[config.mk]
export PLATFORM = sky130hd
export DESIGN_NAME = insertion_sorter_core
export DESIGN_NICKNAME = d
export VERILOG_FILES = /design/src/rtl/isort_pkg.sv /design/src/rtl/insertion_sorter_core.sv /design/src/rtl/isort_cell.sv
export SDC_FILE = /design/constraint.sdc
export NUM_CORES = 2
export LEC_CHECK = 0
export BUFFER_PORTS_ARGS = -buffer_cell sky130_fd_sc_hd__clkbuf_2
export CAP_MARGIN = 5
export CORE_ASPECT_RATIO = 1.25
export CORE_MARGIN = 2
export CORE_UTILIZATION = 50
export CTS_BUF_LIST = sky130_fd_sc_hd__clkbuf_8
export DETAILED_ROUTE_END_ITERATION = 12
export HOLD_SLACK_MARGIN = 0.06
export PLACE_DENSITY = 0.65
export SYNTH_ARGS = -nofsm -noshare
export SYNTH_HDL_FRONTEND = slang
export SYNTH_SLANG_ARGS = --single-unit
[constraint.sdc]
create_clock -name clock -period 10.45 [get_ports clock]
set_input_delay 0.5225 -clock clock [delete_from_list [all_inputs] [get_ports clock]]
set_output_delay 0.5225 -clock clock [all_outputs]
set_load 0.01 [all_outputs]
[src/rtl/isort_pkg.sv]
// ----------------------------------------------------------------------------
// isort_pkg
// shared types and constants of the insertion sorter
// ----------------------------------------------------------------------------
package isort_pkg;

   localparam int DATA_WIDTH       = 32;
   localparam int CAPACITY_DEFAULT = 32;

   typedef enum logic [0:0] {
      ST_FILL,
      ST_DRAIN
   } state_type;

   typedef struct packed {
      logic ins;
      logic shift;
   } cell_ctrl_type;

endpackage

[src/rtl/insertion_sorter_core.sv]
// ----------------------------------------------------------------------------
// insertion_sorter_core
// stable streaming insertion sorter built as a chain of compare cells
// ----------------------------------------------------------------------------
// usage:
//   req_ beats carry a signed value and a last_in flag. on each accepted beat
//   every cell compares against the new value at once and larger entries
//   move up one cell, equal ones stay below it.
//   up to CAPACITY values are held; further beats of the set are dropped and
//   the overflow flag is raised on every rsp_ beat of that set.
//   a beat with last_in set is inserted, then the list drains from cell 0
//   in ascending order, one rsp_ beat per cycle the receiver takes, the
//   largest one marked last_out. the first rsp_ beat is offered the cycle
//   after the last req_ beat is accepted.
//   throughput: one req_ beat per cycle while filling; a set of n stored
//   values then drains by the one-entry-per-cycle shift down the cell chain,
//   paused while rsp_stall is high, and req_stall is high throughout.
//   rsp_stall simply holds the chain and the offered beat in place.
//   reset empties the chain and clears the overflow flag; no clearing pass.
// ----------------------------------------------------------------------------
module insertion_sorter_core #(
   parameter int CAPACITY = isort_pkg::CAPACITY_DEFAULT
) (
   input  logic                                    clock,
   input  logic                                    reset,
   input  logic                                    req_valid,
   output logic                                    req_stall,
   input  logic signed [isort_pkg::DATA_WIDTH-1:0] req_value,
   input  logic                                    req_last_in,
   output logic                                    rsp_valid,
   input  logic                                    rsp_stall,
   output logic signed [isort_pkg::DATA_WIDTH-1:0] rsp_sorted_value,
   output logic                                    rsp_last_out,
   output logic                                    rsp_overflow
);

   isort_pkg::state_type     state_ff;
   isort_pkg::state_type     state_in;
   logic                     dropped_ff;
   logic                     dropped_in;
   isort_pkg::cell_ctrl_type ctrl;
   logic                     req_fire;
   logic                     rsp_fire;
   logic                     full;

   logic signed [isort_pkg::DATA_WIDTH-1:0] cell_value [CAPACITY];
   logic [CAPACITY-1:0]                     cell_valid;
   logic [CAPACITY-1:0]                     cell_gt;

   genvar g;
   generate
      for (g = 0; g < CAPACITY; g++) begin : g_cell
         logic signed [isort_pkg::DATA_WIDTH-1:0] left_value;
         logic                                    left_valid;
         logic                                    left_gt;
         logic signed [isort_pkg::DATA_WIDTH-1:0] right_value;
         logic                                    right_valid;

         if (g == 0) begin : g_first
            assign left_value = '0;
            assign left_valid = 1'b1;
            assign left_gt    = 1'b0;
         end else begin : g_inner
            assign left_value = cell_value[g-1];
            assign left_valid = cell_valid[g-1];
            assign left_gt    = cell_gt[g-1];
         end

         if (g == CAPACITY - 1) begin : g_top
            assign right_value = '0;
            assign right_valid = 1'b0;
         end else begin : g_below
            assign right_value = cell_value[g+1];
            assign right_valid = cell_valid[g+1];
         end

         isort_cell u_cell (
            .clock       (clock),
            .reset       (reset),
            .ctrl        (ctrl),
            .ins_value   (req_value),
            .left_value  (left_value),
            .left_valid  (left_valid),
            .left_gt     (left_gt),
            .right_value (right_value),
            .right_valid (right_valid),
            .value       (cell_value[g]),
            .valid       (cell_valid[g]),
            .gt          (cell_gt[g])
         );
      end
   endgenerate

   assign full      = cell_valid[CAPACITY-1];
   assign req_stall = (state_ff == isort_pkg::ST_DRAIN);
   assign req_fire  = req_valid && !req_stall;
   assign rsp_valid = (state_ff == isort_pkg::ST_DRAIN);
   assign rsp_fire  = rsp_valid && !rsp_stall;

   assign rsp_sorted_value = cell_value[0];
   assign rsp_last_out     = !cell_valid[1];
   assign rsp_overflow     = dropped_ff;

   assign ctrl.ins   = req_fire && !full;
   assign ctrl.shift = rsp_fire;

   always_comb begin
      state_in   = state_ff;
      dropped_in = dropped_ff;
      unique case (state_ff)
         isort_pkg::ST_FILL: begin
            if (req_fire && full) begin
               dropped_in = 1'b1;
            end
            if (req_fire && req_last_in) begin
               state_in = isort_pkg::ST_DRAIN;
            end
         end
         isort_pkg::ST_DRAIN: begin
            if (rsp_fire && rsp_last_out) begin
               state_in   = isort_pkg::ST_FILL;
               dropped_in = 1'b0;
            end
         end
         default: begin
            state_in = isort_pkg::ST_FILL;
         end
      endcase
   end

   always_ff @(posedge clock) begin
      if (reset) begin
         state_ff   <= isort_pkg::ST_FILL;
         dropped_ff <= 1'b0;
      end else begin
         state_ff   <= state_in;
         dropped_ff <= dropped_in;
      end
   end

   // assertions
   a_drain_has_entry: assert property (@(posedge clock) disable iff (reset)
      (state_ff == isort_pkg::ST_DRAIN) |-> cell_valid[0])
      else $error("drain with empty chain");

   a_empty_after_last: assert property (@(posedge clock) disable iff (reset)
      (rsp_fire && rsp_last_out) |=> (cell_valid == '0))
      else $error("chain not empty after final beat");

   a_drop_only_when_full: assert property (@(posedge clock) disable iff (reset)
      (req_fire && !full) |=> (dropped_ff == $past(dropped_ff)))
      else $error("overflow flag changed without a full chain");

   a_no_insert_in_drain: assert property (@(posedge clock) disable iff (reset)
      ctrl.shift |-> !ctrl.ins)
      else $error("insert during drain");

endmodule

[src/rtl/isort_cell.sv]
// ----------------------------------------------------------------------------
// isort_cell
// one place of the sorted list: compares against the broadcast value on
// insert, takes the lower neighbor's entry when it moves up, and takes the
// upper neighbor's entry when the list drains
// ----------------------------------------------------------------------------
module isort_cell (
   input  logic                                  clock,
   input  logic                                  reset,
   input  isort_pkg::cell_ctrl_type              ctrl,
   input  logic signed [isort_pkg::DATA_WIDTH-1:0] ins_value,
   input  logic signed [isort_pkg::DATA_WIDTH-1:0] left_value,
   input  logic                                  left_valid,
   input  logic                                  left_gt,
   input  logic signed [isort_pkg::DATA_WIDTH-1:0] right_value,
   input  logic                                  right_valid,
   output logic signed [isort_pkg::DATA_WIDTH-1:0] value,
   output logic                                  valid,
   output logic                                  gt
);

   logic signed [isort_pkg::DATA_WIDTH-1:0] value_ff;
   logic signed [isort_pkg::DATA_WIDTH-1:0] value_in;
   logic                                    valid_ff;
   logic                                    valid_in;

   assign gt = valid_ff && (value_ff > ins_value);

   always_comb begin
      value_in = value_ff;
      valid_in = valid_ff;
      if (ctrl.shift) begin
         value_in = right_value;
         valid_in = right_valid;
      end else if (ctrl.ins) begin
         if (gt || (!valid_ff && left_valid)) begin
            value_in = left_gt ? left_value : ins_value;
            valid_in = 1'b1;
         end
      end
   end

   always_ff @(posedge clock) begin
      if (reset) begin
         valid_ff <= 1'b0;
      end else begin
         valid_ff <= valid_in;
      end
   end

   always_ff @(posedge clock) begin
      value_ff <= value_in;
   end

   assign value = value_ff;
   assign valid = valid_ff;

endmodule
==> summary.md <==
| Metric | Value |
|---|---|
| Mapped Nets | 8688 |
| First-pass GRT wire length | 471200 um |
| Number of remaining DRC errors | 0 |
| Overall power | 12.45 mW |
| Clock transition at the registers of the reported paths | 70 ps |
| CTS sink count | 1058 |
| Setup ws final | 4913 ps |
| Number of enable flip-flop cells after synthesis | 992 |
| # Post-CTS Setup Buffers | 0 |
| Outcome | finished, final reports clean |
| Worst hold path type | in2reg |
| TNS Setup | 0 ps |
| FP Rows | 158 |
| Final Util | 0.5454 |
| Clk_lat worst skew | 1000 ps |
| Most frequently used flop master after synthesis | edfxtp_1 |
| Most common cell after layout, fill and taps aside | nand2_1 |
| Crit Path Max Fanout | 65 |
| Worst VDD drop | 0.1471 mV |
| Sequential area share after synthesis | 0.4188 |
| Root Buffer | clkbuf_8 |
| Setup violators final | 0 |
| Max_slew headroom | 0.1261 |
| Die height | 434.9 um |
| Routability cong. | 1.017 |
| Hold Violations, Final | 0 |
| Number of global-route vias before repair | 68630 |
| Die W | 348.7 um |
| Pin slew with the least headroom to its limit | 1306 ps |
| Detailed Route Iter0 Violations | 9946 |
| Initial Util | 0.5023 |
| Die area | 151700 um^2 |
| Cells after Synth | 7659 |
| Max_cap viols | 0 |
| PortBufs | 72 |
| Area Overhead vs Synth | 8.574% |
| Cell area after layout | 80640 um^2 |
| RSZ-0062 raised after global routing | no |
| GRT overflow | 0 |
| Synth cell types | 62 |
| P_leak | 28.67 nW |
| Yosys warning count | 0 |
| First-pass iteration count of the detailed router | 7 |
| Crit path DAT | 6170 ps |
| Largest net degree at the start of global routing | 179 |
| Share of layout cells above drive strength 1 | 0.08040 |
| CTS H-tree depth | 4 |
| Clock buffer depth | 3 |
| Via density | 7.314 |
| Setup WS pre-CTS | 4659 ps |
| Endpoint class of the critical path | flop |
| Max Clock Skew | 43.31 ps |
| Final worst-path cycle share | 0.5299 |
| Syn_area_per_cell | 9.698 um^2 |
| Final #Nets | 8561 |
| Initial antenna violation count | 32 |
| Power Density | 154.3 nW/um^2 |
| Most frequent cells in the layout | nand2_1, ha_1, edfxtp_1 |
| Via count | 70360 |
| HPWL Detailed | 222400 um |
| Ys async rst share | 0 |
| Crit path kind | in2reg |
| Wire length per cell | 34.52 um |
| Core Region | 147900 um^2 |
| F_max | 180.6 MHz |
| Final wirelength | 332100 um |
| Seq cells post-synth | 1058 |
| Placed Area | 76790 um^2 |
| IO Count | 73 |
| Mapped Area | 74280 um^2 |
| Final ANT Viol Nets | 0 |
| Num CTS Buffers | 183 |
| CTS tree | done |
| Critical path required time | 11090 ps |
| Post-route minimum period | 5537 ps |
| Final slew viol count | 0 |
| Total track usage | 0.4265 |
| Startpoint types | input pin |
==> cells in the mapped netlist, types with 60 or more instances <==
cell type / number / area share
nor2_1: 130 / 0.0066
a211oi_1: 82 / 0.0083
inv_1: 141 / 0.0071
o211ai_1: 861 / 0.087
o21ai_1: 120 / 0.0081
o21ai_0: 122 / 0.0082
nand3_1: 487 / 0.033
and4_1: 74 / 0.0087
buf_1: 70 / 0.0035
a21oi_1: 407 / 0.027
nand2_1: 1333 / 0.067
dfxtp_1: 66 / 0.018
mux2i_1: 75 / 0.010
a21o_1: 102 / 0.010
a31oi_1: 60 / 0.0051
clkbuf_1: 450 / 0.023
ha_1: 992 / 0.17
edfxtp_1: 992 / 0.40
nand4_1: 609 / 0.051
==> timing repair <==
item	CTS	global route
hold endpoints to repair	29	0
hold buffers	22	0
gates resized for setup	0	0
==> state kept, by name (all words and copies together) (netlist names) <==
name / count
rsp_overflow: 1
g_cell.u_cell.valid: 32
g_cell.u_cell.value: 1024
req_stall: 1
==> report_power, final <==
part	leakage (nW)	internal (mW)	switching, mW
combinational	16.9	0.917	1.92
clock	2.04	1.96	1.97
sequential	9.72	5.19	0.490
total	28.7	8.07	4.38
==> layer usage <==
metal	vias up	wire length (um)	part of all wire	track usage
li1	29880	-	-	-
met1	33930	113000	0.34	0.4905
met2	4940	147700	0.44	0.6589
met3	1590	35950	0.11	0.1035
met4	24	35340	0.11	0.3806
met5	-	187	0.00056	0.001913
==> logic make-up (layout without fill, tap and decap cells) <==
| group | count (synthesis) | in the layout | synth area share |
|---|---|---|---|
| AND/OR/NAND/NOR | 2837 | 2837 | 0.1849 |
| AO/OA/AOI/OAI | 1991 | 1991 | 0.1820 |
| flip-flops | 1058 | 1058 | 0.4188 |
| adder cells (fa/ha/maj) | 992 | 992 | 0.1671 |
| buffers and inverters | 703 | 731 | 0.03667 |
| multiplexers | 77 | 77 | 0.01041 |
| XOR/XNOR | 1 | 1 | 0.0001179 |
| other | 0 | 13 | 0 |
==> path summary, 6_finish.rpt <==
| path | startpoint | endpoint | slack [ps] | depth (start not counted) |
|---|---|---|---|---|
| max reg2reg | g_cell[22].u_cell.value[7] | g_cell[22].u_cell.value[27] | 5830 | 11 |
| min | rsp_stall | g_cell[5].u_cell.valid | 160 | 3 |
| min reg2reg | rsp_overflow | rsp_overflow | 490 | 2 |
| max | req_value[26] | g_cell[23].u_cell.value[8] | 4910 | 15 |
==> per-stage QoR <==
step	hold WS [ps]	instances
2_1_floorplan	489.8	7659
3_3_place_gp	483.6	9244
3_5_place_dp	480.2	9244
4_1_cts	72.74	9606
5_1_grt	121.9	9612
6_report	162.6	9620
==> area by class of cell <==
type                            instances  area, um^2
Clock inverter                        138       810.8
Antenna cell                           13       32.53
Clock buffer                          202        2780
Tap cell                             1920        2402
Inverter                              141       529.3
Timing Repair Buffer                  250        1884
Fill cell                           13300       67230
Multi-Input combinational cell       5898       41100
Sequential cell                      1058       31110
==> worst max-delay path, stage by stage <==
cell	delay [ps]
dlygate4sd3_1	550
clkbuf_2	190
inv_2	710
buf_4	620
ha_1	270
nand4_1	110
or4_1	560
nor4_2	350
o31ai_1	170
and4_1	250
nor4_4	120
buf_4	610
a21oi_1	110
o21ai_2	490
buf_4	460
No activity file was read; power rests on OpenSTA's default activity.
